--- src/rtl/core/bis_pkg.sv ---
`timescale 1ns / 1ps
// bis_pkg: shared constants, types and arithmetic helpers for the bilinear image sampler
// depends on nothing; used by every file in rtl/core except bis_ram

package bis_pkg;

  // image store geometry
  localparam int MAX_WIDTH   = 256;
  localparam int MAX_HEIGHT  = 256;
  localparam int STORE_DEPTH = MAX_WIDTH * MAX_HEIGHT;
  localparam int ADDR_W      = $clog2(STORE_DEPTH);

  // field widths
  localparam int CMD_W     = 2;
  localparam int IDX_W     = 8;
  localparam int CH_W      = 8;
  localparam int CHANNELS  = 3;
  localparam int PIX_W     = CH_W * CHANNELS;
  localparam int COORD_W   = 17;
  localparam int FRAC_W    = 16;
  localparam int SIZE_W    = 9;
  localparam int SCALED_W  = COORD_W + SIZE_W;
  localparam int ACC_W     = CH_W + FRAC_W;
  localparam int MIX_W     = ACC_W + FRAC_W + 2;
  localparam int OUT_W     = 16;

  // coordinate of one, 16 fraction bits
  localparam logic [COORD_W-1:0] COORD_ONE = COORD_W'(1 << FRAC_W);

  // configuration port
  localparam int CFG_IDX_W = 1;
  localparam int CFG_DATA_W = SIZE_W;
  localparam logic [CFG_IDX_W-1:0] REG_IMAGE_WIDTH  = CFG_IDX_W'(0);
  localparam logic [CFG_IDX_W-1:0] REG_IMAGE_HEIGHT = CFG_IDX_W'(1);
  localparam logic [SIZE_W-1:0] SIZE_RESET = SIZE_W'(256);

  // command codes on the request channel
  localparam logic [CMD_W-1:0] CMD_WRITE  = CMD_W'(0);
  localparam logic [CMD_W-1:0] CMD_READ   = CMD_W'(1);
  localparam logic [CMD_W-1:0] CMD_SAMPLE = CMD_W'(2);

  // queue between front and back
  localparam int QUEUE_DEPTH = 2;
  localparam int QPTR_W      = (QUEUE_DEPTH > 1) ? $clog2(QUEUE_DEPTH) : 1;
  localparam int QCNT_W      = $clog2(QUEUE_DEPTH + 1);

  // four taps per sample
  localparam int TAPS  = 4;
  localparam int TAP_W = $clog2(TAPS);
  localparam logic [TAP_W-1:0] TAP_FIRST  = TAP_W'(0);
  localparam logic [TAP_W-1:0] TAP_RIGHT  = TAP_W'(1);
  localparam logic [TAP_W-1:0] TAP_BELOW  = TAP_W'(2);
  localparam logic [TAP_W-1:0] TAP_LAST   = TAP_W'(TAPS - 1);

  typedef enum logic [1:0] {
    OP_WRITE  = 2'd0,
    OP_READ   = 2'd1,
    OP_SAMPLE = 2'd2,
    OP_REJECT = 2'd3
  } op_kind_t;

  // classified item as it travels through the queue
  typedef struct packed {
    op_kind_t             kind;
    logic [IDX_W-1:0]     x0;
    logic [IDX_W-1:0]     x1;
    logic [IDX_W-1:0]     y0;
    logic [IDX_W-1:0]     y1;
    logic [FRAC_W-1:0]    fx;
    logic [FRAC_W-1:0]    fy;
    logic [PIX_W-1:0]     pixel;
  } op_t;

  typedef logic [CHANNELS-1:0][ACC_W-1:0] acc_vec_t;
  typedef logic signed [MIX_W-1:0]        mix_t;

  // byte k of a pixel, red first
  function automatic logic [CH_W-1:0] chan(input logic [PIX_W-1:0] px, input int k);
    chan = px[(CHANNELS - 1 - k) * CH_W +: CH_W];
  endfunction

  // a*(1-f) + b*f written as a*one + (b-a)*f, exact
  function automatic logic [ACC_W-1:0] blend_chan(input logic [CH_W-1:0] a,
                                                   input logic [CH_W-1:0] b,
                                                   input logic [FRAC_W-1:0] f);
    logic signed [CH_W:0]     d;
    logic signed [ACC_W+1:0]  p;
    d = $signed({1'b0, b}) - $signed({1'b0, a});
    p = d * $signed({1'b0, f});
    p = p + $signed({2'b00, a, {FRAC_W{1'b0}}});
    blend_chan = p[ACC_W-1:0];
  endfunction

  // (hi - lo) * fy, first half of the vertical blend
  function automatic mix_t mix_chan(input logic [ACC_W-1:0] lo,
                                    input logic [ACC_W-1:0] hi,
                                    input logic [FRAC_W-1:0] f);
    logic signed [ACC_W:0] d;
    mix_t                  p;
    d = $signed({1'b0, hi}) - $signed({1'b0, lo});
    p = d * $signed({1'b0, f});
    mix_chan = p;
  endfunction

  // lo*one + product, rounded once to 8 fraction bits
  function automatic logic [OUT_W-1:0] round_chan(input logic [ACC_W-1:0] lo,
                                                  input mix_t prod);
    mix_t s;
    s = $signed({2'b00, lo, {FRAC_W{1'b0}}}) + prod + mix_t'(1 << (2 * FRAC_W - CH_W - 1));
    round_chan = s[2 * FRAC_W - CH_W +: OUT_W];
  endfunction

endpackage

--- src/rtl/core/bis_queue.sv ---
`timescale 1ns / 1ps
// bis_queue: short FIFO of classified items between front and back
// depends on bis_pkg

module bis_queue (
  input  logic          clk,
  input  logic          rst,
  input  logic          push,
  input  bis_pkg::op_t  push_op,
  output logic          full,
  output logic          head_valid,
  output bis_pkg::op_t  head_op,
  input  logic          pop
);

  bis_pkg::op_t                entries [bis_pkg::QUEUE_DEPTH];
  logic [bis_pkg::QPTR_W-1:0]  wr_ptr;
  logic [bis_pkg::QPTR_W-1:0]  rd_ptr;
  logic [bis_pkg::QCNT_W-1:0]  count;
  logic                        do_push;
  logic                        do_pop;

  assign full       = (count == bis_pkg::QCNT_W'(bis_pkg::QUEUE_DEPTH));
  assign head_valid = (count != '0);
  assign head_op    = entries[rd_ptr];
  assign do_push    = push && !full;
  assign do_pop     = pop && head_valid;

  // storage
  always_ff @(posedge clk) begin
    if (do_push) begin
      entries[wr_ptr] <= push_op;
    end
  end

  // pointers and fill level
  always_ff @(posedge clk) begin
    if (rst) begin
      wr_ptr <= '0;
      rd_ptr <= '0;
      count  <= '0;
    end else begin
      if (do_push) begin
        wr_ptr <= (wr_ptr == bis_pkg::QPTR_W'(bis_pkg::QUEUE_DEPTH - 1)) ?
                  '0 : wr_ptr + bis_pkg::QPTR_W'(1);
      end
      if (do_pop) begin
        rd_ptr <= (rd_ptr == bis_pkg::QPTR_W'(bis_pkg::QUEUE_DEPTH - 1)) ?
                  '0 : rd_ptr + bis_pkg::QPTR_W'(1);
      end
      case ({do_push, do_pop})
        2'b10:   count <= count + bis_pkg::QCNT_W'(1);
        2'b01:   count <= count - bis_pkg::QCNT_W'(1);
        default: count <= count;
      endcase
    end
  end

endmodule

--- config.mk ---
export PLATFORM = sky130hd
export DESIGN_NAME = bis_queue
export DESIGN_NICKNAME = d
export VERILOG_FILES = /design/src/rtl/core/bis_pkg.sv /design/src/rtl/core/bis_queue.sv
export SDC_FILE = /design/constraint.sdc
export NUM_CORES = 1
export LEC_CHECK = 0
export ABC_AREA = 1
export BUFFER_PORTS_ARGS = -buffer_cell sky130_fd_sc_hd__buf_4
export CORE_AREA = 4 4 132 121
export CTS_CLUSTER_SIZE = 40
export DETAILED_ROUTE_END_ITERATION = 12
export DIE_AREA = 0 0 136 125
export GPL_ROUTABILITY_DRIVEN = 0
export HOLD_SLACK_MARGIN = 0.12
export PLACE_DENSITY = 0.75
export SYNTH_ARGS = -nofsm -noshare
export SYNTH_HDL_FRONTEND = slang
export SYNTH_SLANG_ARGS = --single-unit
--- constraint.sdc ---
create_clock -name clk -period 5.6 [get_ports clk]
set_input_delay 0.28 -clock clk [delete_from_list [all_inputs] [get_ports clk]]
set_output_delay 0.28 -clock clk [all_outputs]
set_load 0.1 [all_outputs]
==> flow_metrics.py, run 1 <==
metrics = {
    "outcome": {
        "status": "finished, final reports clean",
    },
    "synthesis": {
        "syn_area_per_cell_sq_um": 22.5,
        "synth.cell_area_sq_um": 7190,
        "synth.largest_area_cell": "edfxtp_1",
        "ys_types": 12,
        "seq_area_frac_synth_pct": 76.5,
        "synth_top_area_share_pct": 75.1,
        "synth_fa_ha_area_share_pct": 0.174,
        "synth_seq_cells": 185,
        "ys_warn_count": 0,
        "synthMuxAreaShare_pct": 18.8,
        "yosys.area_share.simple_pct": 1.13,
        "synth_top_family_by_area": "multiplexers",
        "synth.net_count": 415,
        "synthTopCellsByArea": "edfxtp_1 (75%), mux2_4 (19%), buf_12 (2.5%)",
        "synth_compound_area_share_pct": 0.209,
        "synth_cells": 320,
        "synth_xor_area_share_pct": 0,
    },
    "worst_setup_path": {
        "critPathArrivalTime_ps": 2740,
        "cp-start-kind": "flop",
        "path_max_fanout": 46,
        "rr_startpoint": "count[0]",
        "cp_data_required_time_ps": 5320,
        "critPathKind": "flop to output pin",
        "end_kind": "output pin",
        "regToRegSetupSlack_ps": 3340,
    },
    "sta": {
        "fin_setup_tns_ps": 0,
        "max_slew_margin_pct": 18.4,
        "skew_ps": 8.25,
        "rsz0062_at_grt": "no",
        "slew_violations": 0,
        "fmax_ghz": 0.331,
        "worstMarginPinSlew_ps": 1220,
        "period_share_pct": 54.0,
        "hold_viol": 0,
        "timing.hold.ws_ps": 152,
        "setup_viol": 0,
        "post-route-min-period_ps": 3020,
    },
    "power_and_ir_drop": {
        "leakagePower_uw": 0.00405,
        "ir_drop_mv": 0.391,
        "p_per_area_nw_per_um2": 477,
    },
    "global_route": {
        "grt-ovfl-total": 0,
        "grt_first_pass_wirelength_um": 21600,
        "grt_pass1_vias": 4219,
        "antenna_found_initial": 0,
        "track_usage_pct": 16.8,
        "grt_start_max_net_pins": 91,
    },
    "drt": {
        "dr.pass1.iters": 4,
        "drtIter0Drc": 183,
        "postRouteWirelength_um": 14000,
        "num_vias": 3860,
        "wire_per_inst_um": 17.1,
        "vias_per_cell": 4.72,
        "drc": 0,
        "ant_nets": 0,
    },
    "cells_and_area": {
        "n_antenna_cell": 0,
        "layout-drive-gt1-share_pct": 50.3,
        "syn_to_final_growth_pct": 41.4,
        "nets": 702,
    },
    "clock_tree": {
        "cts_setup_buffers": 0,
        "numCtsBuffers": 17,
        "path_clk_slew_ps": 60,
        "cts_buffer_depth": 2,
        "cts_tree": "built",
        "cts_max_level": 4,
        "clockRootBuffer": "clkbuf_16",
        "cts_sinks": 185,
        "clkLatencyLatePin_ps": 420,
    },
    "place": {
        "dp_hpwl_um": 8360,
        "portBuffers": 185,
    },
    "floorplan": {
        "core_sq_um": 14600,
        "die_h_um": 125,
        "die_w_um": 136,
        "initial_utilization_pct": 49.4,
        "rows": 42,
        "io_pins": 186,
        "die_area_sq_um": 17000,
    },
    "job": {
        "maxCapViolCount": 0,
    },
    "worst_hold_path": {
        "min_from": "rst",
        "worstHoldPathType": "input pin to flop",
    },
}
## routing by layer
metal	track usage, %	vias to the layer above	wire, um
met2	28.5	158	7170
met1	19.5	1862	5510
met4	6.64	0	280
met5	0	-	0
met3	5.98	27	1010
li1	-	1813	-
## where the power goes
part / internal [uW] / total (uW) / switching (uW)
Combinational: 516 / 1880 / 1360
Clock: 703 / 1200 / 498
Sequential: 1700 / 1770 / 77.3
Total: 2920 / 4850 / 1940
## critical path: stages (launching register included)
cell     delay (ps)
dfxtp_4         900
buf_4           790
mux2_4          360
buf_4           230
## final timing paths
| path | endpoint | depth (start not counted) |
|---|---|---|
| worst max-delay path | head_op[27] | 3 |
| worst min-delay path | wr_ptr | 4 |
| worst max register to register | entries[1][78] | 5 |
| worst min register to register | flop | 2 |
## kinds of logic (layout without fill, tap and decap cells)
family,after synthesis,after routing
AOI/OAI and AO/OA,3,3
adders and majority gates,1,1
buffers and inverters,20,320
DFF,185,185
muxes,90,90
and+or+nand+nor,21,21
## cell type report
class	instances	area, sq um
multi-input cells	115	1470
inverters	10	40.0
flip-flops and latches	185	5510
clock buffers	17	425
well taps	198	248
fillers	887	4380
repair buffers	278	2310
clock inverters	15	174
## stage by stage
| step | util (%) | worst slack [ps] | cell area [sq um] | std cells | total power, uW |
|---|---|---|---|---|---|
| 3_3_place_gp | 59.6 | 2990 | 8680 | 696 | 3610 |
| 5_1_grt | 69.9 | 2420 | 10200 | 818 | 5020 |
| 3_5_place_dp | 59.6 | 2950 | 8680 | 696 | 3630 |
| 4_1_cts | 69.9 | 2490 | 10200 | 818 | 4890 |
| 2_1_floorplan | - | 214 | 7190 | 320 | 3370 |
| 6_report | 69.9 | 2580 | 10200 | 818 | 4850 |
## layout by cell type, fill, tap and decap left out, types with 4 or more instances in the layout
| cell | synthesis | layout |
|---|---|---|
| clkinv_2 | 0 | 4 |
| mux2_4 | 90 | 90 |
| dlygate4sd3_1 | 0 | 90 |
| inv_1 | 10 | 9 |
| dfxtp_1 | 5 | 4 |
| nor2_1 | 12 | 11 |
| nand2_1 | 8 | 8 |
| edfxtp_1 | 180 | 180 |
| clkbuf_16 | 0 | 17 |
| buf_4 | 0 | 188 |
## timing repair
item                                   CTS  global route
endpoints found under the hold margin  180             0
gates resized for setup                  0             0
hold buffers                            90             0
## cell usage after synthesis, drive strengths merged
library cell,n
buf,10
nand2,8
mux2,90
nand4,1
nor2,12
inv,10
ha,1
edfxtp,180
o21ai,2
a21oi,1
dfxtp,5
## state kept, by name, indices dropped and copies added (netlist names), named ones only
| name | count |
|---|---|
| wr_ptr | 1 |
| entries | 180 |
| count | 2 |
| rd_ptr | 1 |
Power figures use the tool's default switching activity.
==> run 2, diff against run 1 <==
Settings changed: ABC_AREA 1 to 0, CORE_AREA 4 4 132 121 to 4 4 131 121, DIE_AREA 0 0 136 125 to 0 0 135 125.
Clock period 5.6 ns to 2.7 ns, I/O delays scaled along.
==> flow_metrics.py, run 2 <==
metrics = {
    "cells_and_area": {
        "layout-drive-gt1-share_pct": 52.0,
        "final_cell_mix": "buf_4 (187), edfxtp_1 (180), dlygate4sd3_1 (92), mux2_2 (90), clkbuf_16 (17)",
        "syn_to_final_growth_pct": 48.3,
        "n_antenna_cell": 0,
        "nets": 693,
        "regMostFlops": "entries",
        "top_regs": "entries (180), count (2)",
        "largest_reg_flops": 180,
        "design_area_sq_um": 9930,
        "final_common_cell": "buf_4",
    },
    "clock_tree": {
        "clkLatencyLatePin_ps": 430,
        "cts_tree": "built",
        "numCtsBuffers": 17,
        "cts_max_level": 4,
        "path_clk_slew_ps": 60,
        "hold_buffers": 92,
        "cts_buffer_depth": 2,
        "cts-resized-gates": 0,
        "clockRootBuffer": "clkbuf_16",
        "cts_sinks": 185,
        "cts_setup_buffers": 0,
    },
    "worst_setup_path": {
        "crit_chain": "nand2b_2, inv_4, or3_1, clkinvlp_4, buf_12",
        "regToRegSetupSlack_ps": 650,
        "cp-start-kind": "flop",
        "rr_startpoint": "count[0]",
        "path_buf_inv": 3,
        "path_max_fanout": 37,
        "cp_data_required_time_ps": 2810,
        "critPathArrivalTime_ps": 2160,
        "r2r_cells": 5,
        "path_delay_family": "buffers and inverters",
        "crit_end": "entries[0][31]",
        "end_kind": "flop",
        "slowest_stage": "dfxtp_1",
        "reg2reg_to": "entries[0][31]",
        "cp.depth": 5,
        "critPathKind": "flop to flop",
        "slowest_delay_ps": 430,
        "startpoint": "count[0]",
    },
    "place": {
        "dp_hpwl_um": 8370,
        "placed_area_sq_um": 8390,
        "portBuffers": 185,
    },
    "floorplan": {
        "die_w_um": 135,
        "die_area_sq_um": 16900,
        "die_h_um": 125,
        "rows": 42,
        "initial_utilization_pct": 46.3,
        "core_sq_um": 14500,
        "io_pins": 186,
    },
    "sta": {
        "fmax_ghz": 0.488,
        "rsz0062_at_grt": "no",
        "period_share_pct": 75.8,
        "worstMarginPinSlew_ps": 497,
        "slew_violations": 0,
        "skew_ps": 7.56,
        "max_slew_margin_pct": 66.9,
        "setup_viol": 0,
        "post-route-min-period_ps": 2050,
        "fin_setup_tns_ps": 0,
        "hold_viol": 0,
    },
    "synthesis": {
        "seq_area_frac_synth_pct": 82.2,
        "synth_seq_cells": 185,
        "synth_edf_count": 180,
        "syn_area_per_cell_sq_um": 21.9,
        "synth_commonest_cells": "edfxtp_1 (180), mux2_2 (90), buf_2 (10), dfxtp_1 (5), nor2_1 (3)",
        "synth.largest_area_cell": "edfxtp_1",
        "synth.cell_area_sq_um": 6700,
        "synth.net_count": 401,
        "synthTopCellsByArea": "edfxtp_1 (81%), mux2_2 (15%), dfxtp_1 (1.5%)",
        "ys_warn_count": 0,
        "yosys_most_used_dff": "edfxtp_1",
        "synth_most_common_cell": "edfxtp_1",
        "synth_top_area_share_pct": 80.7,
        "async_reset_ff_share_pct": 0,
        "synth_cells": 306,
        "ys_types": 18,
    },
    "global_route": {
        "grt_start_max_net_pins": 54,
        "track_usage_pct": 17.0,
        "grt-ovfl-total": 0,
        "antenna_found_initial": 0,
        "grt_pass1_vias": 4242,
        "grt_first_pass_wirelength_um": 22100,
    },
    "drt": {
        "wire_per_inst_um": 17.1,
        "vias_per_cell": 4.71,
        "drc": 0,
        "num_vias": 3813,
        "drtIter0Drc": 188,
        "postRouteWirelength_um": 13800,
        "ant_nets": 0,
        "dr.pass1.iters": 4,
    },
    "job": {
        "maxCapViolCount": 0,
    },
    "outcome": {
        "status": "finished, final reports clean",
    },
    "worst_hold_path": {
        "worstHoldPathType": "input pin to flop",
    },
}
[run 2: kinds of logic after synthesis]
| family | count (synthesis) | share of synthesized area [%] |
|---|---|---|
| DFF | 185 | 82.2 |
| buffers and inverters | 13 | 0.916 |
| AOI/OAI and AO/OA | 5 | 0.411 |
| muxes | 90 | 15.1 |
| xor gates and xnor gates | 3 | 0.393 |
| adders and majority gates | 1 | 0.187 |
| and+or+nand+nor | 9 | 0.729 |
[run 2: tightest hold or removal path, stage by stage]
cell and delay (ps):
buf_4 90, o21a_1 150, xnor2_1 90, nor2_1 80
[run 2: per-layer routing]
layer | track usage (%) | wire length [um]
met5 | 0 | 0
met4 | 5.45 | 225
met3 | 5.14 | 839
met2 | 29.3 | 7230
met1 | 20.5 | 5560
[run 2: worst min-delay path by stage]
stage / cells after the start / slack [ps] / from / to
finish: 4 / 160 / pop / rd_ptr
global route: 4 / 190 / pop / rd_ptr
CTS: 4 / 140 / pop / rd_ptr
detailed placement: 1 / 320 / push_op[41] / entries[0][41]
global placement: 1 / 320 / push_op[50] / entries[1][50]
floorplan: 1 / 200 / rst / count[1]
[run 2: stage by stage]
| stage | cells | hold slack [ps] | utilization [%] | setup WS (ps) |
|---|---|---|---|---|
| after floorplan | 306 | 204 | - | 6.92 |
| after global placement | 685 | 320 | 58.1 | 750 |
| after detailed placement | 685 | 323 | 58.1 | 692 |
| after CTS | 809 | 137 | 68.7 | 655 |
| after global routing | 809 | 193 | 68.7 | 571 |
| final | 809 | 158 | 68.7 | 652 |
[run 2: area by class of cell]
| class | count | area [sq um] |
|---|---|---|
| multi-input cells | 108 | 1130 |
| fillers | 913 | 4520 |
| clock inverters | 11 | 144 |
| repair buffers | 283 | 2400 |
| well taps | 198 | 248 |
| inverters | 3 | 17.5 |
| clock buffers | 21 | 470 |
| flip-flops and latches | 185 | 5510 |
Power of run 2 is not shown: default switching activity piles up to over one toggle a cycle in this logic, so the estimate is an artifact.
