===== src/rtl/core/bis_pkg.sv =====
`timescale 1ns / 1ps
// bis_pkg: shared constants, types and arithmetic helpers for the bilinear image sampler
// depends on nothing; used by every file in rtl/core except bis_ram

package bis_pkg;

  // image store geometry
  localparam int MAX_WIDTH   = 256;
  localparam int MAX_HEIGHT  = 256;
  localparam int STORE_DEPTH = MAX_WIDTH * MAX_HEIGHT;
  localparam int ADDR_W      = $clog2(STORE_DEPTH);

  // field widths
  localparam int CMD_W     = 2;
  localparam int IDX_W     = 8;
  localparam int CH_W      = 8;
  localparam int CHANNELS  = 3;
  localparam int PIX_W     = CH_W * CHANNELS;
  localparam int COORD_W   = 17;
  localparam int FRAC_W    = 16;
  localparam int SIZE_W    = 9;
  localparam int SCALED_W  = COORD_W + SIZE_W;
  localparam int ACC_W     = CH_W + FRAC_W;
  localparam int MIX_W     = ACC_W + FRAC_W + 2;
  localparam int OUT_W     = 16;

  // coordinate of one, 16 fraction bits
  localparam logic [COORD_W-1:0] COORD_ONE = COORD_W'(1 << FRAC_W);

  // configuration port
  localparam int CFG_IDX_W = 1;
  localparam int CFG_DATA_W = SIZE_W;
  localparam logic [CFG_IDX_W-1:0] REG_IMAGE_WIDTH  = CFG_IDX_W'(0);
  localparam logic [CFG_IDX_W-1:0] REG_IMAGE_HEIGHT = CFG_IDX_W'(1);
  localparam logic [SIZE_W-1:0] SIZE_RESET = SIZE_W'(256);

  // command codes on the request channel
  localparam logic [CMD_W-1:0] CMD_WRITE  = CMD_W'(0);
  localparam logic [CMD_W-1:0] CMD_READ   = CMD_W'(1);
  localparam logic [CMD_W-1:0] CMD_SAMPLE = CMD_W'(2);

  // queue between front and back
  localparam int QUEUE_DEPTH = 2;
  localparam int QPTR_W      = (QUEUE_DEPTH > 1) ? $clog2(QUEUE_DEPTH) : 1;
  localparam int QCNT_W      = $clog2(QUEUE_DEPTH + 1);

  // four taps per sample
  localparam int TAPS  = 4;
  localparam int TAP_W = $clog2(TAPS);
  localparam logic [TAP_W-1:0] TAP_FIRST  = TAP_W'(0);
  localparam logic [TAP_W-1:0] TAP_RIGHT  = TAP_W'(1);
  localparam logic [TAP_W-1:0] TAP_BELOW  = TAP_W'(2);
  localparam logic [TAP_W-1:0] TAP_LAST   = TAP_W'(TAPS - 1);

  typedef enum logic [1:0] {
    OP_WRITE  = 2'd0,
    OP_READ   = 2'd1,
    OP_SAMPLE = 2'd2,
    OP_REJECT = 2'd3
  } op_kind_t;

  // classified item as it travels through the queue
  typedef struct packed {
    op_kind_t             kind;
    logic [IDX_W-1:0]     x0;
    logic [IDX_W-1:0]     x1;
    logic [IDX_W-1:0]     y0;
    logic [IDX_W-1:0]     y1;
    logic [FRAC_W-1:0]    fx;
    logic [FRAC_W-1:0]    fy;
    logic [PIX_W-1:0]     pixel;
  } op_t;

  typedef logic [CHANNELS-1:0][ACC_W-1:0] acc_vec_t;
  typedef logic signed [MIX_W-1:0]        mix_t;

  // byte k of a pixel, red first
  function automatic logic [CH_W-1:0] chan(input logic [PIX_W-1:0] px, input int k);
    chan = px[(CHANNELS - 1 - k) * CH_W +: CH_W];
  endfunction

  // a*(1-f) + b*f written as a*one + (b-a)*f, exact
  function automatic logic [ACC_W-1:0] blend_chan(input logic [CH_W-1:0] a,
                                                   input logic [CH_W-1:0] b,
                                                   input logic [FRAC_W-1:0] f);
    logic signed [CH_W:0]     d;
    logic signed [ACC_W+1:0]  p;
    d = $signed({1'b0, b}) - $signed({1'b0, a});
    p = d * $signed({1'b0, f});
    p = p + $signed({2'b00, a, {FRAC_W{1'b0}}});
    blend_chan = p[ACC_W-1:0];
  endfunction

  // (hi - lo) * fy, first half of the vertical blend
  function automatic mix_t mix_chan(input logic [ACC_W-1:0] lo,
                                    input logic [ACC_W-1:0] hi,
                                    input logic [FRAC_W-1:0] f);
    logic signed [ACC_W:0] d;
    mix_t                  p;
    d = $signed({1'b0, hi}) - $signed({1'b0, lo});
    p = d * $signed({1'b0, f});
    mix_chan = p;
  endfunction

  // lo*one + product, rounded once to 8 fraction bits
  function automatic logic [OUT_W-1:0] round_chan(input logic [ACC_W-1:0] lo,
                                                  input mix_t prod);
    mix_t s;
    s = $signed({2'b00, lo, {FRAC_W{1'b0}}}) + prod + mix_t'(1 << (2 * FRAC_W - CH_W - 1));
    round_chan = s[2 * FRAC_W - CH_W +: OUT_W];
  endfunction

endpackage


===== src/rtl/core/bis_req_if.sv =====
`timescale 1ns / 1ps
// bis_req_if: request channel of the bilinear image sampler (valid/ready plus item fields)
// depends on bis_pkg

interface bis_req_if;
  logic                          valid;
  logic                          ready;
  logic [bis_pkg::CMD_W-1:0]     command;
  logic [bis_pkg::IDX_W-1:0]     column;
  logic [bis_pkg::IDX_W-1:0]     row;
  logic [bis_pkg::CH_W-1:0]      red_in;
  logic [bis_pkg::CH_W-1:0]      green_in;
  logic [bis_pkg::CH_W-1:0]      blue_in;
  logic [bis_pkg::COORD_W-1:0]   coord_u;
  logic [bis_pkg::COORD_W-1:0]   coord_v;

  modport source (
    output valid, command, column, row, red_in, green_in, blue_in, coord_u, coord_v,
    input  ready
  );
  modport sink (
    input  valid, command, column, row, red_in, green_in, blue_in, coord_u, coord_v,
    output ready
  );
endinterface


===== src/rtl/core/bis_front.sv =====
`timescale 1ns / 1ps
// bis_front: size registers, request acceptance and classification into queue entries
// depends on bis_pkg and bis_req_if

module bis_front (
  input  logic                              clk,
  input  logic                              rst,
  input  logic                              cfg_we,
  input  logic [bis_pkg::CFG_IDX_W-1:0]     cfg_index,
  input  logic [bis_pkg::CFG_DATA_W-1:0]    cfg_data,
  bis_req_if.sink                           request,
  input  logic                              queue_full,
  output logic                              push,
  output bis_pkg::op_t                      push_op
);

  logic [bis_pkg::SIZE_W-1:0]   width_reg;
  logic [bis_pkg::SIZE_W-1:0]   height_reg;
  logic [bis_pkg::SIZE_W-1:0]   w_eff;
  logic [bis_pkg::SIZE_W-1:0]   h_eff;
  logic [bis_pkg::SIZE_W-1:0]   w_last;
  logic [bis_pkg::SIZE_W-1:0]   h_last;
  logic [bis_pkg::SCALED_W-1:0] xs;
  logic [bis_pkg::SCALED_W-1:0] ys;
  logic [bis_pkg::SCALED_W-bis_pkg::FRAC_W-1:0] x_int;
  logic [bis_pkg::SCALED_W-bis_pkg::FRAC_W-1:0] y_int;
  logic [bis_pkg::SIZE_W-1:0]   x0c;
  logic [bis_pkg::SIZE_W-1:0]   y0c;
  logic [bis_pkg::SIZE_W-1:0]   x1c;
  logic [bis_pkg::SIZE_W-1:0]   y1c;
  logic                         pix_outside;
  logic                         coord_outside;

  // size registers
  always_ff @(posedge clk) begin
    if (rst) begin
      width_reg  <= bis_pkg::SIZE_RESET;
      height_reg <= bis_pkg::SIZE_RESET;
    end else if (cfg_we) begin
      case (cfg_index)
        bis_pkg::REG_IMAGE_WIDTH:  width_reg  <= cfg_data;
        bis_pkg::REG_IMAGE_HEIGHT: height_reg <= cfg_data;
        default: ;
      endcase
    end
  end

  // effective size: zero acts as one, oversize acts as the store maximum
  always_comb begin
    if (width_reg == '0) begin
      w_eff = bis_pkg::SIZE_W'(1);
    end else if (width_reg > bis_pkg::SIZE_W'(bis_pkg::MAX_WIDTH)) begin
      w_eff = bis_pkg::SIZE_W'(bis_pkg::MAX_WIDTH);
    end else begin
      w_eff = width_reg;
    end
    if (height_reg == '0) begin
      h_eff = bis_pkg::SIZE_W'(1);
    end else if (height_reg > bis_pkg::SIZE_W'(bis_pkg::MAX_HEIGHT)) begin
      h_eff = bis_pkg::SIZE_W'(bis_pkg::MAX_HEIGHT);
    end else begin
      h_eff = height_reg;
    end
    w_last = w_eff - bis_pkg::SIZE_W'(1);
    h_last = h_eff - bis_pkg::SIZE_W'(1);
  end

  // scale coordinates by image size, 16 fraction bits kept
  assign xs    = bis_pkg::SCALED_W'(request.coord_u) * bis_pkg::SCALED_W'(w_eff);
  assign ys    = bis_pkg::SCALED_W'(request.coord_v) * bis_pkg::SCALED_W'(h_eff);
  assign x_int = xs[bis_pkg::SCALED_W-1:bis_pkg::FRAC_W];
  assign y_int = ys[bis_pkg::SCALED_W-1:bis_pkg::FRAC_W];

  // floor cell clamped to the last pixel, neighbour clamped likewise
  always_comb begin
    x0c = (x_int > ($bits(x_int))'(w_last)) ? w_last : x_int[bis_pkg::SIZE_W-1:0];
    y0c = (y_int > ($bits(y_int))'(h_last)) ? h_last : y_int[bis_pkg::SIZE_W-1:0];
    x1c = (x0c + bis_pkg::SIZE_W'(1) > w_last) ? w_last : x0c + bis_pkg::SIZE_W'(1);
    y1c = (y0c + bis_pkg::SIZE_W'(1) > h_last) ? h_last : y0c + bis_pkg::SIZE_W'(1);
  end

  assign pix_outside   = ({1'b0, request.column} >= w_eff) || ({1'b0, request.row} >= h_eff);
  assign coord_outside = (request.coord_u > bis_pkg::COORD_ONE) ||
                         (request.coord_v > bis_pkg::COORD_ONE);

  // classify the item
  always_comb begin
    push_op.x0    = request.column;
    push_op.x1    = request.column;
    push_op.y0    = request.row;
    push_op.y1    = request.row;
    push_op.fx    = '0;
    push_op.fy    = '0;
    push_op.pixel = {request.red_in, request.green_in, request.blue_in};
    push_op.kind  = bis_pkg::OP_REJECT;
    case (request.command)
      bis_pkg::CMD_WRITE: begin
        push_op.kind = pix_outside ? bis_pkg::OP_REJECT : bis_pkg::OP_WRITE;
      end
      bis_pkg::CMD_READ: begin
        push_op.kind = pix_outside ? bis_pkg::OP_REJECT : bis_pkg::OP_READ;
      end
      bis_pkg::CMD_SAMPLE: begin
        push_op.kind = coord_outside ? bis_pkg::OP_REJECT : bis_pkg::OP_SAMPLE;
        push_op.x0   = x0c[bis_pkg::IDX_W-1:0];
        push_op.x1   = x1c[bis_pkg::IDX_W-1:0];
        push_op.y0   = y0c[bis_pkg::IDX_W-1:0];
        push_op.y1   = y1c[bis_pkg::IDX_W-1:0];
        push_op.fx   = xs[bis_pkg::FRAC_W-1:0];
        push_op.fy   = ys[bis_pkg::FRAC_W-1:0];
      end
      default: begin
        push_op.kind = bis_pkg::OP_REJECT;
      end
    endcase
  end

  // transfer into the queue whenever it has room
  assign request.ready = !queue_full;
  assign push          = request.valid && !queue_full;

endmodule


===== src/flat_wrapper.sv =====
// flat-port wrapper written by rule: the top's interface ports become plain ports
module bis_front_flat 
  (clk, rst, cfg_we, cfg_index, cfg_data, queue_full, push, push_op, request_valid, request_command, request_column, request_row, request_red_in, request_green_in, request_blue_in, request_coord_u, request_coord_v, request_ready);
  bis_req_if request_i ();
  input  logic clk;
  input  logic rst;
  input  logic cfg_we;
  input  logic [bis_pkg::CFG_IDX_W-1:0] cfg_index;
  input  logic [bis_pkg::CFG_DATA_W-1:0] cfg_data;
  input  logic queue_full;
  output logic push;
  output bis_pkg::op_t push_op;
  input wire logic [$bits(request_i.valid)-1:0] request_valid;
  input wire logic [$bits(request_i.command)-1:0] request_command;
  input wire logic [$bits(request_i.column)-1:0] request_column;
  input wire logic [$bits(request_i.row)-1:0] request_row;
  input wire logic [$bits(request_i.red_in)-1:0] request_red_in;
  input wire logic [$bits(request_i.green_in)-1:0] request_green_in;
  input wire logic [$bits(request_i.blue_in)-1:0] request_blue_in;
  input wire logic [$bits(request_i.coord_u)-1:0] request_coord_u;
  input wire logic [$bits(request_i.coord_v)-1:0] request_coord_v;
  output wire logic [$bits(request_i.ready)-1:0] request_ready;
  assign request_i.valid = request_valid;
  assign request_i.command = request_command;
  assign request_i.column = request_column;
  assign request_i.row = request_row;
  assign request_i.red_in = request_red_in;
  assign request_i.green_in = request_green_in;
  assign request_i.blue_in = request_blue_in;
  assign request_i.coord_u = request_coord_u;
  assign request_i.coord_v = request_coord_v;
  assign request_ready = request_i.ready;
  bis_front u_core (.clk(clk), .rst(rst), .cfg_we(cfg_we), .cfg_index(cfg_index), .cfg_data(cfg_data), .request(request_i), .queue_full(queue_full), .push(push), .push_op(push_op));
endmodule

===== config.mk =====
export PLATFORM = sky130hd
export DESIGN_NAME = bis_front_flat
export DESIGN_NICKNAME = d
export VERILOG_FILES = /design/src/rtl/core/bis_pkg.sv /design/src/rtl/core/bis_req_if.sv /design/src/rtl/core/bis_front.sv /design/src/flat_wrapper.sv
export SDC_FILE = /design/constraint.sdc
export NUM_CORES = 1
export LEC_CHECK = 0
export ABC_CLOCK_PERIOD_IN_PS = 30600
export BUFFER_PORTS_ARGS = -buffer_cell sky130_fd_sc_hd__clkbuf_2
export CORE_MARGIN = 2
export CORE_UTILIZATION = 35
export CTS_CLUSTER_DIAMETER = 50
export DETAILED_ROUTE_END_ITERATION = 8
export PLACE_DENSITY_LB_ADDON = 0.12
export RECOVER_POWER = 100
export SLEW_MARGIN = 20
export SYNTH_ARGS = -nofsm -noshare
export SYNTH_HDL_FRONTEND = slang
export SYNTH_SLANG_ARGS = --single-unit

===== constraint.sdc =====
create_clock -name clk -period 30.6 [get_ports clk]
set_input_delay 3.06 -clock clk [delete_from_list [all_inputs] [get_ports clk]]
set_output_delay 3.06 -clock clk [all_outputs]
set_load 0.02 [all_outputs]

==> impl_metrics.json <==
{
  "outcome": "complete, but fails checks",
  "violations": "capacitance limit, slew limit",
  "finalHoldViolations": 0,
  "cts_hold_buf": 0,
  "cts_made_buffers": 3,
  "netlist_area_um2": 13700,
  "ctsResizeCount": 0,
  "ioPinCount": 183,
  "worstPathArrival_ns": 13.26,
  "initial_core_util": 0.354,
  "cts_setup_buffers": 0,
  "finalSetupViolCount": 0,
  "r2r_slack_ns": 29.43,
  "r2r_cells": 3,
  "p_sw_uw": 161,
  "dr.first_iter.drc_count": 740,
  "slowest_delay_ns": 0.61,
  "synth_top_cell_by_area": "fa_1",
  "track_usage": 0.203,
  "ys_top_cells_by_count": "inv_1, nand2_1, fa_1, ha_1, and2_1",
  "dr.pass1.iters": 5,
  "syn_inst": 1784,
  "rsz0062_at_grt": "false",
  "seq_power_share": 0.091,
  "grt_pass1_vias": 12200,
  "startpoint_type": "primary input",
  "globalRoute.totalOverflow": 0,
  "finalPower_uw": 291,
  "finalWorstSetupSlack_ns": 14.28,
  "syn2layout_area_growth_pct": 6.52,
  "nNetsFinal": 2278,
  "worst_slew_pin_slew_ns": 2.78,
  "cts-root-buf": "clkbuf_16",
  "num_rows": 72,
  "critPathLaunch": "request_coord_v[3]",
  "cts_tree": "built",
  "power.share.switching": 0.554,
  "cp_top_family": "adder cells",
  "endpoint": "push_op[63]",
  "p_leak_nw": 7.50,
  "gp_congestion": 0.862,
  "post-synth-top-count-cell": "inv_1",
  "final.setup.tns_ns": 0,
  "grt_max_degree": 50,
  "rr_startpoint": "u_core.height_reg[8]",
  "drv_slew": 36,
  "ys_warn_count": 0,
  "min-delay-path-class": "flip-flop to flip-flop",
  "drtAntennaViolNets": 0,
  "power_frac_comb": 0.811,
  "h-tree-depth": 1,
  "dp_hpwl_mm": 33.5,
  "viasPerCell": 5.09,
  "avgSynthCellArea_um2": 7.67,
  "maxCapViolCount": 1,
  "drc": 0,
  "slew_headroom": -0.861,
  "totalWireLength_mm": 40.5,
  "ys_ff_latch": 18,
  "path_buf_inv": 6,
  "path_clk_slew_ns": 0.05,
  "ys_seq_area_frac": 0.0263,
  "final.period_utilization": 0.533,
  "wl_per_cell_um": 17.3,
  "fin_hold_ws_ns": 0.478,
  "required_ns": 27.54,
  "path_max_fanout": 19,
  "grt_pass1_wl_mm": 66.3,
  "worst-path-stages": 36,
  "synth_flop_cell": "dfxtp_1",
  "drive_above_1_share": 0.0696,
  "clock_sink_count": 18,
  "die_w_um": 202,
  "dr_total_vias": 11900,
  "whs_path_depth": 2,
  "synth-async-reset-ratio": 0,
  "port_buffers": 134,
  "fin_skew_ns": 0,
  "slowest_stage": "clkbuf_1",
  "clock.fmax_mhz": 61.3,
  "die-area_um2": 40700,
  "netlist.area_leader.share": 0.310,
  "ys_top_cells_by_area": "fa_1, ha_1, inv_1",
  "pre_cts_slack_ns": 14.92,
  "internal_power_uw": 130,
  "critPathCaptureType": "output pin",
  "fin_crit_ns": 16.32,
  "clkPwrFrac": 0.099,
  "die_h_um": 202,
  "powerDensity_nw_per_um2": 20.0,
  "syn_nets": 2235,
  "ir_drop_mv": 0.0160,
  "clk_latency_ns": 0.25,
  "yosysUniqueCellTypes": 80,
  "coreArea_um2": 38600,
  "path_class": "primary input to output pin",
  "antenna_found_initial": 0,
  "cts_buffer_depth": 2,
  "rr_endpoint": "u_core.height_reg[8]",
  "synth_edf_count": 0
}
[metrics by stage]
stage,cell area [µm²],instances,utilization
2_1_floorplan,13700,1784,-
3_5_place_dp,14600,2340,0.377
5_1_grt,14600,2344,0.377
6_report,14600,2345,0.377
3_3_place_gp,14600,2340,0.377
4_1_cts,14700,2344,0.379
[worst register-to-register path, cell delays in order, from the launching register on]
cell	delay, ns
dfxtp_1	0.58
buf_4	0.37
nand2_1	0.09
nand3b_1	0.08
[final cells by class]
class                   count  area (µm²)
inverters                 330        1240
well taps                 518         648
multi-input cells        1321       11500
flip-flops and latches     18         360
fillers                  4194       24100
diodes                      1        2.50
repair buffers            153         738
clock buffers               4        88.8
[logic make-up (layout without fill, tap and decap cells)]
logic type / after synthesis / in the layout / synth area share
adders and majority gates: 360 / 360 / 0.446
DFF: 18 / 18 / 0.0263
buffers and inverters: 445 / 487 / 0.133
other: 0 / 1 / 0
AOI/OAI and AO/OA: 247 / 247 / 0.115
and+or+nand+nor: 645 / 645 / 0.234
muxes: 18 / 18 / 0.0137
xor gates and xnor gates: 51 / 51 / 0.0332
[how the worst min path moves through the flow]
stage	start	end	slack (ns)
final	u_core.width_reg[0]	u_core.width_reg[0]	0.48
after global routing	u_core.height_reg[4]	u_core.height_reg[4]	0.51
after CTS	u_core.width_reg[0]	u_core.width_reg[0]	0.48
after detailed placement	u_core.width_reg[0]	u_core.width_reg[0]	0.47
after global placement	u_core.width_reg[0]	u_core.width_reg[0]	0.46
after floorplan	u_core.width_reg[0]	u_core.width_reg[0]	0.44
[power groups by stage]
stage,sequential [mW],combinational [mW],clock [mW]
2_1_floorplan,0.0259,0.177,0
3_3_place_gp,0.0268,0.238,0
3_5_place_dp,0.0268,0.236,0
4_1_cts,0.0263,0.238,0.0292
5_1_grt,0.0266,0.267,0.0306
6_report,0.0264,0.236,0.0287
[placed cells by master (no fill, tap or decap), types with 25 or more instances in the layout]
| master | Yosys | layout |
|---|---|---|
| xnor2_1 | 31 | 31 |
| nor2_1 | 71 | 71 |
| inv_1 | 330 | 330 |
| fa_1 | 212 | 212 |
| nor3_1 | 27 | 27 |
| clkbuf_1 | 57 | 58 |
| a21oi_1 | 83 | 83 |
| clkbuf_2 | 1 | 77 |
| o21ai_0 | 54 | 55 |
| ha_1 | 148 | 148 |
| a21o_1 | 24 | 25 |
| and2_1 | 143 | 137 |
| nand2_1 | 273 | 273 |
[metal layers]
metal  share of wire  vias up  GRT usage
li1                -     5676          -
met1            0.49     5895      0.305
met2            0.44      336      0.321
met3           0.058       18     0.0277
met4          0.0063        0     0.0192
met5               0        -          0
(Power assumes the default switching activity.)
